**config.mk**
```make
export PLATFORM = sky130hd
export DESIGN_NAME = keypad_scan_debounce_repeat
export DESIGN_NICKNAME = d
export VERILOG_FILES = /design/src/hdl/kpsd_pkg.sv /design/src/hdl/kpsd_core.sv /design/src/hdl/keypad_scan_debounce_repeat.sv
export SDC_FILE = /design/constraint.sdc
export NUM_CORES = 1
export LEC_CHECK = 0
export BUFFER_PORTS_ARGS = -buffer_cell sky130_fd_sc_hd__buf_4
export CORE_MARGIN = 3
export CORE_UTILIZATION = 50
export CTS_CLUSTER_DIAMETER = 50
export CTS_CLUSTER_SIZE = 40
export DETAILED_ROUTE_END_ITERATION = 8
export PLACE_DENSITY = 0.66
export SLEW_MARGIN = 10
export SYNTH_ARGS = -nofsm -noshare
export SYNTH_HDL_FRONTEND = slang
export SYNTH_SLANG_ARGS = --single-unit
```
**constraint.sdc**
```tcl
create_clock -name clk -period 3.8 [get_ports clk]
set_input_delay 0.57 -clock clk [delete_from_list [all_inputs] [get_ports clk]]
set_output_delay 0.57 -clock clk [all_outputs]
set_load 0.05 [all_outputs]
```
**src/hdl/kpsd_pkg.sv**
```systemverilog
// Shared types and constants for the keypad scanner with debounce and auto-repeat.
// No dependencies; used by kpsd_core and keypad_scan_debounce_repeat.
package kpsd_pkg;

  localparam logic [4:0] NO_KEY     = 5'd16;
  localparam logic [4:0] ROW_STRIDE = 5'd4;
  localparam logic [2:0] LAST_STAGE = 3'd6;
  localparam int unsigned NUM_WAITS = 6;

  localparam int unsigned CFG_IDX_W  = 3;
  localparam int unsigned CFG_DATA_W = 16;

  // Register indexes on the configuration port
  typedef enum logic [CFG_IDX_W-1:0] {
    REG_DEBOUNCE_TARGET = 3'd0,
    REG_HOLD_WAIT_0     = 3'd1,
    REG_HOLD_WAIT_1     = 3'd2,
    REG_HOLD_WAIT_2     = 3'd3,
    REG_HOLD_WAIT_3     = 3'd4,
    REG_HOLD_WAIT_4     = 3'd5,
    REG_HOLD_WAIT_5     = 3'd6,
    REG_UNUSED          = 3'd7
  } cfg_reg_t;

  localparam logic [7:0]  DEBOUNCE_RESET  = 8'd5;
  localparam logic [15:0] HOLD_WAIT_RESET = 16'd50;

  // One result beat, last field in the lowest bits
  typedef struct packed {
    logic [2:0] repeat_stage;
    logic       new_press;
    logic [4:0] held_key_code;
    logic [1:0] drive_column;
  } result_t;

  localparam int unsigned RESULT_W = $bits(result_t);

endpackage

```
**src/hdl/kpsd_core.sv**
```systemverilog
// Scan state, debounce counter, hold/repeat staging and configuration registers.
// Depends on kpsd_pkg. Produces the result of the current tick combinationally.
module kpsd_core #(
  parameter int NUM_COLUMNS = 4,
  parameter int NUM_ROWS    = 4
) (
  input  logic                               clk,
  input  logic                               rst,
  input  logic                               step,
  input  logic [3:0]                         row_bits,
  input  logic                               cfg_we,
  input  logic [kpsd_pkg::CFG_IDX_W-1:0]     cfg_index,
  input  logic [kpsd_pkg::CFG_DATA_W-1:0]    cfg_data,
  output kpsd_pkg::result_t                  result
);

  logic [7:0]  debounce_target;
  logic [15:0] hold_wait [kpsd_pkg::NUM_WAITS];

  logic [1:0]  scan_column, scan_column_next;
  logic [4:0]  last_code, last_code_next;
  logic [7:0]  match_count, match_count_next;
  logic [4:0]  held_code, held_code_next;
  logic [15:0] hold_count, hold_count_next;
  logic [2:0]  stage, stage_next;
  logic        press;

  logic        row_found;
  logic [1:0]  row_sel;
  logic [4:0]  code;
  logic [7:0]  match_inc;
  logic [15:0] hold_inc;
  logic [15:0] stage_wait;

  // Highest active row among those wired up
  always_comb begin
    row_found = 1'b0;
    row_sel   = 2'd0;
    for (int r = 0; r < 4; r++) begin
      if (r < NUM_ROWS && row_bits[r]) begin
        row_found = 1'b1;
        row_sel   = 2'(r);
      end
    end
  end

  assign code       = {3'd0, scan_column} + (kpsd_pkg::ROW_STRIDE * {3'd0, row_sel});
  assign match_inc  = match_count + 8'd1;
  assign hold_inc   = (hold_count == 16'hFFFF) ? hold_count : hold_count + 16'd1;
  assign stage_wait = (stage < kpsd_pkg::LAST_STAGE) ? hold_wait[stage] : 16'd0;

  always_comb begin
    scan_column_next = scan_column;
    last_code_next   = last_code;
    match_count_next = match_count;
    held_code_next   = held_code;
    hold_count_next  = hold_count;
    stage_next       = stage;
    press            = 1'b0;
    if (row_found) begin
      if (code == last_code) begin
        match_count_next = match_inc;
        if (match_inc == debounce_target) begin
          match_count_next = 8'd0;
          if (held_code == kpsd_pkg::NO_KEY) begin
            held_code_next  = last_code;
            press           = 1'b1;
            hold_count_next = 16'd0;
            stage_next      = 3'd0;
          end else begin
            hold_count_next = hold_inc;
            if (stage < kpsd_pkg::LAST_STAGE && hold_inc >= stage_wait) begin
              hold_count_next = 16'd0;
              stage_next      = stage + 3'd1;
            end
          end
        end
      end else begin
        // new code: count is kept, this scan is not a match
        last_code_next = code;
      end
    end else begin
      held_code_next   = kpsd_pkg::NO_KEY;
      scan_column_next = (scan_column == 2'(NUM_COLUMNS - 1)) ? 2'd0 : scan_column + 2'd1;
      hold_count_next  = 16'd0;
      stage_next       = 3'd0;
    end
  end

  assign result.drive_column  = scan_column_next;
  assign result.held_key_code = held_code_next;
  assign result.new_press     = press;
  assign result.repeat_stage  = stage_next;

  always_ff @(posedge clk) begin
    if (rst) begin
      scan_column <= 2'd0;
      last_code   <= kpsd_pkg::NO_KEY;
      match_count <= 8'd0;
      held_code   <= kpsd_pkg::NO_KEY;
      hold_count  <= 16'd0;
      stage       <= 3'd0;
    end else if (step) begin
      scan_column <= scan_column_next;
      last_code   <= last_code_next;
      match_count <= match_count_next;
      held_code   <= held_code_next;
      hold_count  <= hold_count_next;
      stage       <= stage_next;
    end
  end

  always_ff @(posedge clk) begin
    if (rst) begin
      debounce_target <= kpsd_pkg::DEBOUNCE_RESET;
      for (int i = 0; i < kpsd_pkg::NUM_WAITS; i++) begin
        hold_wait[i] <= kpsd_pkg::HOLD_WAIT_RESET;
      end
    end else if (cfg_we) begin
      unique case (kpsd_pkg::cfg_reg_t'(cfg_index))
        kpsd_pkg::REG_DEBOUNCE_TARGET: debounce_target <= cfg_data[7:0];
        kpsd_pkg::REG_HOLD_WAIT_0:     hold_wait[0] <= cfg_data;
        kpsd_pkg::REG_HOLD_WAIT_1:     hold_wait[1] <= cfg_data;
        kpsd_pkg::REG_HOLD_WAIT_2:     hold_wait[2] <= cfg_data;
        kpsd_pkg::REG_HOLD_WAIT_3:     hold_wait[3] <= cfg_data;
        kpsd_pkg::REG_HOLD_WAIT_4:     hold_wait[4] <= cfg_data;
        kpsd_pkg::REG_HOLD_WAIT_5:     hold_wait[5] <= cfg_data;
        default: ;
      endcase
    end
  end

endmodule

```
**src/hdl/keypad_scan_debounce_repeat.sv**
```systemverilog
// Top level: 4x4 matrix keypad scanner with debounce and staged auto-repeat.
// Depends on kpsd_pkg and kpsd_core; adds the output register and skid stage.
//
//   channel   dir   handshake              payload
//   s_*       in    s_tvalid / s_tready    s_tdata[3:0]  row_bits
//   m_*       out   m_tvalid / m_tready    m_tdata[10:0] column, key, press, stage
//   cfg_*     in    cfg_we (no wait)       cfg_index, cfg_data
//
// One beat per cycle while s_tready is high; each scan tick is resolved in the cycle it is taken and
// its result is registered in the output register (via the skid register if the output stalls) for m_*.
// rst is synchronous: state and config return to defaults, both buffers empty.
// A stalled output holds in the output register; one more beat lands in the
// skid register, and s_tready drops only while the skid register is full.
module keypad_scan_debounce_repeat #(
  parameter int NUM_COLUMNS = 4,
  parameter int NUM_ROWS    = 4
) (
  input  logic                            clk,
  input  logic                            rst,
  input  logic                            s_tvalid,
  output logic                            s_tready,
  input  logic [7:0]                      s_tdata,   // [3:0] row_bits
  output logic                            m_tvalid,
  input  logic                            m_tready,
  output logic [15:0]                     m_tdata,   // [1:0] drive_column, [6:2] held_key_code,
                                                     // [7] new_press, [10:8] repeat_stage
  input  logic                            cfg_we,
  input  logic [kpsd_pkg::CFG_IDX_W-1:0]  cfg_index,
  input  logic [kpsd_pkg::CFG_DATA_W-1:0] cfg_data
);

  logic              s_fire;
  logic              m_fire;
  kpsd_pkg::result_t core_result;
  kpsd_pkg::result_t out_q;
  kpsd_pkg::result_t skid_q;
  logic              out_valid;
  logic              skid_valid;

  assign s_tready = !skid_valid;
  assign s_fire   = s_tvalid && s_tready;
  assign m_fire   = out_valid && m_tready;

  kpsd_core #(
    .NUM_COLUMNS (NUM_COLUMNS),
    .NUM_ROWS    (NUM_ROWS)
  ) u_core (
    .clk       (clk),
    .rst       (rst),
    .step      (s_fire),
    .row_bits  (s_tdata[3:0]),
    .cfg_we    (cfg_we),
    .cfg_index (cfg_index),
    .cfg_data  (cfg_data),
    .result    (core_result)
  );

  always_ff @(posedge clk) begin
    if (rst) begin
      out_valid  <= 1'b0;
      skid_valid <= 1'b0;
    end else if (!out_valid || m_fire) begin
      if (skid_valid) begin
        out_valid  <= 1'b1;
        skid_valid <= 1'b0;
      end else begin
        out_valid <= s_fire;
      end
    end else if (s_fire) begin
      skid_valid <= 1'b1;
    end
  end

  // payload, no reset
  always_ff @(posedge clk) begin
    if (!out_valid || m_fire) begin
      if (skid_valid) begin
        out_q <= skid_q;
      end else if (s_fire) begin
        out_q <= core_result;
      end
    end else if (s_fire) begin
      skid_q <= core_result;
    end
  end

  assign m_tvalid = out_valid;
  assign m_tdata  = {(16 - kpsd_pkg::RESULT_W)'(0), out_q};

endmodule
```
After elaboration in Yosys (flattened, before gate mapping)
Memories as Yosys holds them, arrays and structs flattened. A register that Yosys moved wholly into a read port is not among the register bits.
Index checks and enable logic that the tools add are counted.
Widths: inputs -> output; s select.

cells by class
  add/sub/neg operators = 5
  $lt $le $gt $ge = 2
  equal/unequal tests = 13
  mux-type cells = 67
  bitwise logic cells = 8
  reductions and logical operators = 15

operator list
  cell                   count
  $mux 16                13
  $mux 1                 36
  $mux 11                2
  $mux 3                 7
  $mux 5                 4
  $add 16x1->16 const B  1
  $eq 16x16->1 const B   1
  $ge 16x16->1           1
  $eq 3x3->1 const B     3
  $reduce_and 3->1       3
  $add 8x1->8 const B    1
  $eq 8x8->1             1
  $mux 2                 4
  $mux 8                 1
  $eq 3x2->1 const B     2
  $or 1x1->1             6
  $reduce_and 2->1       3
  $add 2x4->5            1
  $eq 5x5->1             1
  $eq 5x5->1 const B     1
  $ne 2x2->1 const B     2
  $add 3x1->3 const B    1
  $eq 3x1->1 const B     1
  $logic_and 1x1->1      3
  other kinds (9)        11

word-level totals
  register bits after elaboration = 71
  RAM bits = 96
  input bits = 32
  logic and storage cells = 128
  memories kept = 1

memories
  name              depth  bits a word  rd ports  clocked after memory_dff  wr ports  RTL line         source
  u_core.hold_wait  6      16           1         1                         6         kpsd_core.sv:18  logic [15:0] hold_wait [kpsd_pkg::NUM_WAITS];

Logic depth before layout (Yosys ltp)
Gate-level depths: netlist (run 1).

  depth in word-level cells = 11
  depth in mapped cells = 14
  gate-level depth less buffers = 14

Hierarchy
Synthesis (run 1) repeated with hierarchy kept, for this count alone.

second synthesis, totals
  cell total of the unflattened synthesis = 720
  area total of the unflattened synthesis = 8408.1 µm²

modules (own cells, without submodules)
  module                       instances  cells an instance  area each (µm²)  seq. area each (µm²)
  kpsd_core                    1          669                7444.6           3883.7
  keypad_scan_debounce_repeat  1          51                 963.4            700.7

Least setup slack after synthesis (run 1)
Ideal clock, no wire load.

  path type = register -> register
  from = reg (tool-made name)
  to = reg u_core.hold_count[11]
  setup time = 61 ps
  arrival time = 3616 ps
  data required time = 3739 ps
  path slack = 123 ps
  cell stages (with the launch flop) = 14
  path buffers = 3
  clock period less this slack = 3677 ps
  cell sequence = dfxtp_1 > clkbuf_1 > buf_1 > clkbuf_1 > mux2i_1 > nand2_1 > o211ai_1 > ha_1 > a311oi_1 > a21oi_1 > o2111ai_1 > nand3_1 > nor2_1 > a32o_1

RTL lines
  element               RTL line          source
  to (signal assigned)  kpsd_core.sv:108  hold_count <= hold_count_next;
  to (decl)             kpsd_core.sv:24   logic [15:0] hold_count, hold_count_next;

Final worst setup path (run 1)
  from = reg u_core.hold_count[0]
  to = reg u_core.stage[2]

on the way
  word-level cells in the longest chain between the ends = 9
  elaborated cells on any way between the ends = 10
  classes of those cells = add/sub: 1; order compare: 1; eq/ne: 1; mux: 6; reduce/logical: 1

ends and longest elaborated chain
  element                                        RTL line          source
  $add 16x1->16 or $eq 16x16->1 (tied branches)  kpsd_core.sv:49   assign hold_inc = (hold_count == 16'hFFFF) ? hold_count : hold_count + 16'd1;
  $mux 16 (*)                                    kpsd_core.sv:49
  $ge 16x16->1 (*)                               kpsd_core.sv:72   if (stage < kpsd_pkg::LAST_STAGE && hold_inc >= stage_wait) begin
  $logic_and 1x1->1 (*)                          kpsd_core.sv:72
  $mux 3 (*)                                     kpsd_core.sv:72
  $mux 3 (*)                                     kpsd_core.sv:65   if (held_code == kpsd_pkg::NO_KEY) begin
  $mux 3 (*)                                     kpsd_core.sv:63   if (match_inc == debounce_target) begin
  $mux 3 (*)                                     kpsd_core.sv:61   if (code == last_code) begin
  $mux 3 (*)                                     kpsd_core.sv:60   if (row_found) begin
  to (signal assigned)                           kpsd_core.sv:109  stage <= stage_next;
  to (decl)                                      kpsd_core.sv:25   logic [2:0] stage, stage_next;

Mark *: on every way between the ends. The rest lies on a longest branch, timed or not.
A chain may end at the register's enable or synchronous reset.

==> impl_metrics.ini, run 1 <==
[outcome]
status = completed

[route]
drt_first_pass_iters = 5
dr_wl_met3_microns = 705
drt-total-wl_microns = 18000
drt_iter0_drc = 410
drc = 0
vias = 5785
wl_met1_microns = 7770
antenna_left = 0
vias_per_cell = 5.69
avgRoutedWirePerCell_microns = 17.7
met2_length_microns = 9330
top_layer = met4

[placed_design]
place_congestion = 0.815
place_area_sq_mm = 0.00899
dpl.cell_count = 985
hpwl_microns = 12500
port_buffers = 40

[floorplanning]
coreArea_sq_mm = 0.0161
pin_count = 50
die_y_microns = 135
die_w_microns = 135
start_util_pct = 51.9
rows = 46
dieArea_sq_mm = 0.0183

[layout]
nNetsFinal = 840
seqCellArea_sq_mm = 0.00459
drive_above_1_share_pct = 17.2
finalNonFillerCells = 1017
multi_input_area_sq_mm = 0.00362
area_growth_pct = 13.9
finish.instance_area_sq_mm = 0.00953
fillers = 1343
antennaDiodeCount = 0

[clocking]
path_clk_slew_ns = 0.06
cts_buffer_depth = 2
postCtsSetupRepairBufs = 0
cts.sink_count = 170
cts_made_buffers = 17
hold_buffers = 0
post_cts_resized = 0
clk_latency_ns = 0.42
htreeDepth = 4
cts_tree = built
root_buffer = clkbuf_16

[yosys]
synth_area_per_cell_sq_um = 11.3
synth_seq_area_share_pct = 54.8
synthArstFlopShare_pct = 0
yosys.area.top_type_share_pct = 42.4
syn-instance-count = 742
yosys_warnings = 0
ys.flop_type = edfxtp_1
yosysMostFrequentCell = edfxtp_1
synth_edf_count = 118
synth-seq-cells = 170
syn-cell-area_sq_mm = 0.00837
yosysUniqueCellTypes = 62
synth_top_cells_by_count = edfxtp_1 (118), and2_1 (81), nand2_1 (80)
ys_top_cells_by_area = edfxtp_1 (42%), dfxtp_1 (12%), and2_1 (6.1%), mux4_2 (4.3%), nand2_1 (3.6%)
synth_top_cell_by_area = edfxtp_1

[worst_setup_path]
cp_data_required_time_ns = 4.13
critPathArrivalTime_ns = 3.89
end_kind = flip-flop
setup.worst_path.class = flip-flop to flip-flop
rr_worst_depth = 14
critPathMaxFanout = 7
cp-start-kind = flip-flop

[timing]
fin_setup_tns_ns = 0
maxSlewViolCount = 0
finClkSkew_ns = 0.0102
finalSetupViolCount = 0
period_share_pct = 93.7
max_freq_ghz = 0.281
worst_slew_pin_slew_ns = 1.07
rsz0062_at_grt = no
hold_ws_ns = 0.430
finalHoldViolations = 0
post-route-min-period_ns = 3.56
maxSlewHeadroom_pct = 28.2

[power]
total_power_mw = 3.92
ir_drop_v = 0.000359
power_frac_clock_pct = 39.6
p_int_mw = 3.00
pwr-share-comb_pct = 7.0
p_leak_nw = 3.44
p_sw_mw = 0.928
switching_share_pct = 23.6
p_seq_share_pct = 53.4
power_density_mw_per_mm2 = 412

[job]
maxCapViolations = 0

[global_routing]
antenna_found_initial = 0
overflow = 0
grt_pass1_wl_microns = 29300
grt_start_max_net_pins = 35
grt_use_total_pct = 20.4
first_global_vias = 5762

[min_path]
whs_path_depth = 3
hold_path.class = input pin to flip-flop
## metrics by stage
stage	setup slack, ns	util (%)
2_1_floorplan	0.123	-
4_1_cts	0.197	59.1
3_5_place_dp	0.203	55.8
5_1_grt	0.0188	59.1
3_3_place_gp	0.273	55.8
6_report	0.240	59.1
## power groups by stage
| stage | registers (mW) | logic [mW] | clock network (mW) |
|---|---|---|---|
| 6_report | 2.10 | 0.276 | 1.55 |
| 5_1_grt | 2.10 | 0.302 | 1.65 |
| 4_1_cts | 2.10 | 0.279 | 1.57 |
| 3_5_place_dp | 2.14 | 0.278 | 0 |
| 3_3_place_gp | 2.13 | 0.271 | 0 |
| 2_1_floorplan | 2.15 | 0.148 | 0 |
## final timing paths
path / slack (ns) / endpoint / start
setup reg to reg: 0.24 / u_core.stage[2]$_SDFFE_PP0P_ / u_core.hold_count[0]$_SDFFE_PP0P_
hold / removal: 0.43 / u_core.debounce_target[0]$_SDFFE_PP1P_ / cfg_data[0]
setup / recovery: 0.24 / u_core.stage[2]$_SDFFE_PP0P_ / u_core.hold_count[0]$_SDFFE_PP0P_
hold reg to reg: 0.47 / u_core.last_code[4]$_SDFFE_PP1P_ / u_core.last_code[4]$_SDFFE_PP1P_
## kinds of logic (layout without fill, tap and decap cells)
logic type	count (synthesis)	in the layout	share of synthesized area, %
muxes	40	40	7.28
DFF	170	170	54.8
AOI/OAI and AO/OA	130	130	10.7
other	1	5	0.0448
buffers and inverters	50	105	2.60
and+or+nand+nor	312	312	19.6
xor gates and xnor gates	19	19	1.99
adders and majority gates	20	20	2.99
## cell type report
class                   count  share of cell area (%)
flip-flops and latches    170                    48.1
multi-input cells         526                    38.0
repair buffers             63                    5.09
clock buffers              17                    4.46
well taps                 216                    2.84
clock inverters            15                    1.09
inverters                  10                   0.394
## registers in the layout (all words and copies together) (netlist names), named ones only
| register | flops |
|---|---|
| u_core.last_code | 5 |
| skid_valid | 1 |
| u_core.stage | 3 |
| m_tdata | 11 |
| m_tvalid | 1 |
| u_core.debounce_target | 8 |
| u_core.hold_count | 16 |
| skid_q | 11 |
| u_core.match_count | 8 |
| u_core.scan_column | 2 |
| u_core.hold_wait | 96 |
| u_core.held_code | 5 |
## per-layer routing
layer	track usage [%]	vias up
met3	2.93	11
met2	36.5	139
met1	26.0	2821
met4	5.43	0
li1	-	2814
met5	0	-
## cell usage in the layout (no fill, tap or decap), drive strengths merged, types with 3 or more instances in the layout
cell type / Yosys / layout
xor2: 8 / 8
nor4: 8 / 8
ha: 20 / 20
a211oi: 3 / 3
or2: 4 / 4
nand2: 80 / 80
mux2: 7 / 7
o21a: 3 / 3
o211ai: 17 / 17
clkinv: 0 / 11
inv: 10 / 12
dfxtp: 52 / 52
o31ai: 6 / 6
a21o: 4 / 4
and3: 7 / 7
or4b: 3 / 3
edfxtp: 118 / 118
nor3: 20 / 20
buf: 13 / 63
xnor2: 11 / 11
conb: 1 / 5
a22oi: 3 / 3
nor2: 44 / 44
nand2b: 26 / 26
nand4: 10 / 10
nand3: 16 / 16
clkbuf: 27 / 17
and2: 81 / 81
mux2i: 17 / 17
o21ai: 33 / 33
a32o: 13 / 13
a21oi: 34 / 34
mux4: 16 / 16
## critical path: stages, from the launching register on
cell and delay [ns]:
dfxtp_1 0.43, ha_2 0.27, nand4_1 0.13, nor4_2 0.23, buf_4 0.22, nor4_1 0.06
or2_2 0.29, ha_1 0.31, a21o_1 0.18, a211o_1 0.29, o2111ai_1 0.22, buf_4 0.18
a211oi_4 0.07, or4_1 0.47, o211ai_1 0.12
Power figures use the tool's default switching activity.
==> run 2: changes to the inputs <==
- BUFFER_PORTS_ARGS: -buffer_cell sky130_fd_sc_hd__buf_4 -> -buffer_cell sky130_fd_sc_hd__buf_2
==> run 2 against run 1 <==
Effect of this change: worst hold slack gained 0.030 ns; worst setup slack improved by 0.012 ns; register-to-register slack is essentially flat; critical path type unchanged; largest cell class unchanged; largest power group unchanged.
==> impl_metrics.ini, run 2 (same netlist as run 1, synthesis figures left out) <==
[placed_design]
pre_cts_slack_ns = 0.211
place_area_sq_mm = 0.00890
hpwl_microns = 12500
port_buffers = 40
dpl.cell_count = 989
place_congestion = 0.810

[worst_setup_path]
crit_buf_inv = 2
cp_data_required_time_ns = 4.14
setup.worst_path.class = flip-flop to flip-flop
worst-path-stages = 14
end_kind = flip-flop
cp-start-kind = flip-flop
worstReg2RegStart = u_core.hold_count[0]$_SDFFE_PP0P_
crit_path_start = u_core.hold_count[0]$_SDFFE_PP0P_
critPathArrivalTime_ns = 3.88
slowest_delay_ns = 0.48
slowest_stage = or4_1
crit_chain = ha_1 -> nand4_1 -> nor4_2 -> buf_4 -> nor4_1 -> or2_2 -> ha_1 -> a21o_1 -> a211o_1 -> o2111ai_1 -> buf_4 -> a211oi_4 -> or4_1 -> o211ai_1
rr_worst_depth = 14
critPathMaxFanout = 7
regToRegSetupSlack_ns = 0.25
crit_family = simple AND/OR/NAND/NOR gates

[power]
ir_drop_v = 0.000296
power_density_mw_per_mm2 = 419
p_leak_nw = 3.43
total_power_mw = 3.96

[global_routing]
grt_pass1_wl_microns = 30100
grt_use_total_pct = 21.0
grt_start_max_net_pins = 34
antenna_found_initial = 0
first_global_vias = 5896
overflow = 0

[min_path]
hold_path.class = input pin to flip-flop

[route]
drt-total-wl_microns = 18300
vias = 5871
drt_iter0_drc = 354
avgRoutedWirePerCell_microns = 18.0
vias_per_cell = 5.76
drc = 0
drt_first_pass_iters = 5
antenna_left = 0

[layout]
fillers = 1350
multi_input_area_sq_mm = 0.00362
regMostFlops = u_core.hold_wait
reg.largest.list = u_core.hold_wait (96), u_core.hold_count (16)
antennaDiodeCount = 0
largest_register_ff_count = 96
final_cell_mix = edfxtp_1 (118), and2_1 (81), nand2_1 (80)
final_common_cell = edfxtp_1
drive_above_1_share_pct = 17.4
finalNonFillerCells = 1020
area_growth_pct = 12.9
seqCellArea_sq_mm = 0.00459
nNetsFinal = 844
finish.instance_area_sq_mm = 0.00945
final_core_util_pct = 58.6

[timing]
maxSlewViolCount = 0
setup_ws_ns = 0.252
rsz0062_at_grt = no
post-route-min-period_ns = 3.55
max_freq_ghz = 0.282
fin_setup_tns_ns = 0
maxSlewHeadroom_pct = 37.8
finalHoldViolations = 0
finClkSkew_ns = 0.00897
worst_slew_pin_slew_ns = 0.926
finalSetupViolCount = 0
hold_ws_ns = 0.461
period_share_pct = 93.4

[clocking]
cts.sink_count = 170
cts_buffer_depth = 2
cts_tree = built
root_buffer = clkbuf_16
path_clk_slew_ns = 0.06
htreeDepth = 4
cts_made_buffers = 17
postCtsSetupRepairBufs = 0
clk_latency_ns = 0.42

[outcome]
status = completed

[floorplanning]
die_y_microns = 135
pin_count = 50
rows = 46
start_util_pct = 51.9
coreArea_sq_mm = 0.0161
dieArea_sq_mm = 0.0183
die_w_microns = 135

[job]
maxCapViolations = 0
[run 2: layout make-up]
| class | instances | area share, % |
|---|---|---|
| Clock buffer | 18 | 4.54 |
| Clock inverter | 13 | 1.10 |
| Inverter | 10 | 0.397 |
| Multi-Input combinational cell | 526 | 38.3 |
| Sequential cell | 170 | 48.5 |
| Tap cell | 216 | 2.86 |
| Timing Repair Buffer | 67 | 4.27 |
[run 2: worst min path at each step]
stage,from,end,slack (ns),cells past startpoint
2_1_floorplan,u_core.last_code[4]$_SDFFE_PP1P_,u_core.last_code[4]$_SDFFE_PP1P_,0.43,2
3_3_place_gp,u_core.last_code[4]$_SDFFE_PP1P_,u_core.last_code[4]$_SDFFE_PP1P_,0.45,2
3_5_place_dp,u_core.last_code[4]$_SDFFE_PP1P_,u_core.last_code[4]$_SDFFE_PP1P_,0.46,2
4_1_cts,cfg_data[5],u_core.debounce_target[5]$_SDFFE_PP0P_,0.45,3
5_1_grt,cfg_data[3],u_core.debounce_target[3]$_SDFFE_PP0P_,0.47,3
6_report,cfg_data[6],u_core.debounce_target[6]$_SDFFE_PP0P_,0.46,3
[run 2: where the power goes]
group	leakage [nW]	switching, mW	internal [mW]	total [mW]
Sequential	1.56	0.0305	2.07	2.10
Combinational	1.62	0.180	0.0856	0.266
Clock	0.257	0.709	0.891	1.60
[run 2: worst register-to-register path, stage by stage, from the launching register on]
cell and delay (ns):
dfxtp_1 0.42, ha_1 0.29, nand4_1 0.13, nor4_2 0.23, buf_4 0.21, nor4_1 0.06
or2_2 0.30, ha_1 0.32, a21o_1 0.18, a211o_1 0.28, o2111ai_1 0.20, buf_4 0.18
a211oi_4 0.07, or4_1 0.48, o211ai_1 0.11
[run 2: per-layer routing]
layer  wire length [microns]  GRT usage [%]  share of wire [%]
met4                     281           6.66                1.5
met2                    9110           36.0                 50
met1                    8040           27.2                 44
met5                       0              0                  0
met3                     888           3.97                4.8
[run 2: timing repair]
action | CTS | global route
resized for setup | 0 | 3
endpoints found under the setup margin | 0 | 2
hold buffers | 0 | 0
==> run 3: changes to the inputs <==
- CORE_UTILIZATION: 50 -> 33
- PLACE_DENSITY: 0.66 -> 0.46
- SKIP_LAST_GASP: unset -> 1
==> run 3 against run 2 <==
Effect of this change: critical path depth unchanged; count of clock-buffer cells in the layout unchanged; first-iteration DRC count down 23%; sequential power about the same; utilization down 19 points; non-clock buffer count up 2; wire length up 4.7%; flip-flop and latch count unchanged; critical path type unchanged.
==> impl_metrics.ini, run 3 (same netlist as run 1, synthesis figures left out) <==
[outcome]
status = completed

[power]
p_seq_share_pct = 48.6
ir_drop_v = 0.000261
switching_share_pct = 22.6
p_leak_nw = 3.50
p_int_mw = 3.34
power_frac_clock_pct = 45.2
pwr-share-comb_pct = 6.2
total_power_mw = 4.31
power_density_mw_per_mm2 = 443
p_sw_mw = 0.976

[timing]
fin_setup_tns_ns = 0
rsz0062_at_grt = no
setup_ws_ns = 0.256
finClkSkew_ns = 0.0118
maxSlewViolCount = 0
finalHoldViolations = 0
post-route-min-period_ns = 3.54
worst_slew_pin_slew_ns = 0.932
finalSetupViolCount = 0
max_freq_ghz = 0.282
period_share_pct = 93.3
maxSlewHeadroom_pct = 37.4

[worst_setup_path]
slowest_delay_ns = 0.47
end_kind = flip-flop
setup.worst_path.class = flip-flop to flip-flop
critPathArrivalTime_ns = 3.88
crit_chain = ha_2 -> nand4_1 -> nor4_2 -> buf_4 -> nor4_1 -> or2_2 -> ha_1 -> a21o_1 -> a211o_1 -> o2111ai_1 -> buf_4 -> a211oi_4 -> or4_1 -> o211ai_1
critPathMaxFanout = 7
cp_data_required_time_ns = 4.14
slowest_stage = or4_1
crit_family = simple AND/OR/NAND/NOR gates
crit_buf_inv = 2
cp-start-kind = flip-flop
path_common_cell = buf_4

[layout]
area_growth_pct = 16.3
reg.largest.list = u_core.hold_wait (96), u_core.hold_count (16)
final_core_util_pct = 39.5
regMostFlops = u_core.hold_wait
antennaDiodeCount = 0
drive_above_1_share_pct = 18.1
final_cell_mix = edfxtp_1 (118), and2_1 (81), nand2_1 (80)
fillers = 2360
finalNonFillerCells = 1131
final_common_cell = edfxtp_1
largest_register_ff_count = 96
nNetsFinal = 846

[floorplanning]
rows = 57
pin_count = 50
start_util_pct = 34.0
coreArea_sq_mm = 0.0246
die_y_microns = 165
die_w_microns = 165
dieArea_sq_mm = 0.0273

[global_routing]
overflow = 0
grt_use_total_pct = 14.8
grt_pass1_wl_microns = 31000
antenna_found_initial = 0
first_global_vias = 5715
grt_start_max_net_pins = 34

[clocking]
path_clk_slew_ns = 0.07
cts_made_buffers = 17
clk_latency_ns = 0.43
postCtsSetupRepairBufs = 0
cts.sink_count = 170
root_buffer = clkbuf_16
cts_tree = built
cts_buffer_depth = 2
htreeDepth = 4

[route]
drc = 0
drt_first_pass_iters = 6
avgRoutedWirePerCell_microns = 17.0
antenna_left = 0
drt_iter0_drc = 271
drt-total-wl_microns = 19200
vias = 5716
vias_per_cell = 5.05

[placed_design]
port_buffers = 40
dpl.cell_count = 1099
hpwl_microns = 13500
pre_cts_slack_ns = 0.212
place_congestion = 0.794

[min_path]
hold_path.class = input pin to flip-flop

[job]
maxCapViolations = 0
-- run 3: changes by cell type in the layout (fill, tap and decap cells not counted), sizes merged --
cell / change
bufinv: +4
clkinv: -4
inv: +3
buf: +2
clkinvlp: -2
-- run 3: worst min-delay path: stages --
cell     delay, ns
buf_2         0.15
nand2_1       0.07
a21oi_1       0.05
-- run 3: metrics by stage --
| step | hold WS [ns] | cell area [sq um] |
|---|---|---|
| after detailed placement | 0.457 | 9050 |
| after global placement | 0.450 | 9050 |
| after floorplan | 0.431 | 8380 |
| final | 0.457 | 9730 |
| after CTS | 0.442 | 9710 |
| after global routing | 0.482 | 9730 |
-- run 3: final cells by class --
class | count | area (sq um) | share of cell area [%]
clock buffers | 18 | 429 | 4.41
clock inverters | 14 | 234 | 2.41
inverters | 10 | 37.5 | 0.386
multi-input cells | 526 | 3620 | 37.2
flip-flops and latches | 170 | 4590 | 47.1
well taps | 324 | 405 | 4.17
repair buffers | 69 | 418 | 4.30
-- run 3: routing by layer --
metal | global-route usage (%) | vias to the layer above | share of wire (%)
met3 | 3.09 | 20 | 3.8
met4 | 3.89 | 0 | 1.1
li1 | - | 2822 | -
met5 | 0 | - | 0
met2 | 24.8 | 102 | 48
met1 | 19.4 | 2772 | 47
-- run 3: timing repair --
action                     CTS  global route
setup endpoints to repair    0             7
resized for setup            0             4
hold buffers                 0             0
-- run 3: worst paths after layout --
check	startpoint	to	slack, ns	cells after the start
worst max-delay path	u_core.hold_count[0]$_SDFFE_PP0P_	u_core.stage[2]$_SDFFE_PP0P_	0.26	14
worst min register to register	u_core.debounce_target[4]$_SDFFE_PP0P_	u_core.debounce_target[4]$_SDFFE_PP0P_	0.47	2
worst max register to register	u_core.hold_count[0]$_SDFFE_PP0P_	u_core.stage[2]$_SDFFE_PP0P_	0.26	14
worst min-delay path	cfg_data[6]	u_core.debounce_target[6]$_SDFFE_PP0P_	0.46	3
-- run 3: power by group through the flow --
stage               registers (mW)  clock network, mW  logic [mW]
floorplan                     2.15                  0       0.148
global placement              2.13                  0       0.267
detailed placement            2.14                  0       0.272
CTS                           2.10               1.99       0.273
global route                  2.10               2.07       0.299
finish                        2.09               1.95       0.269
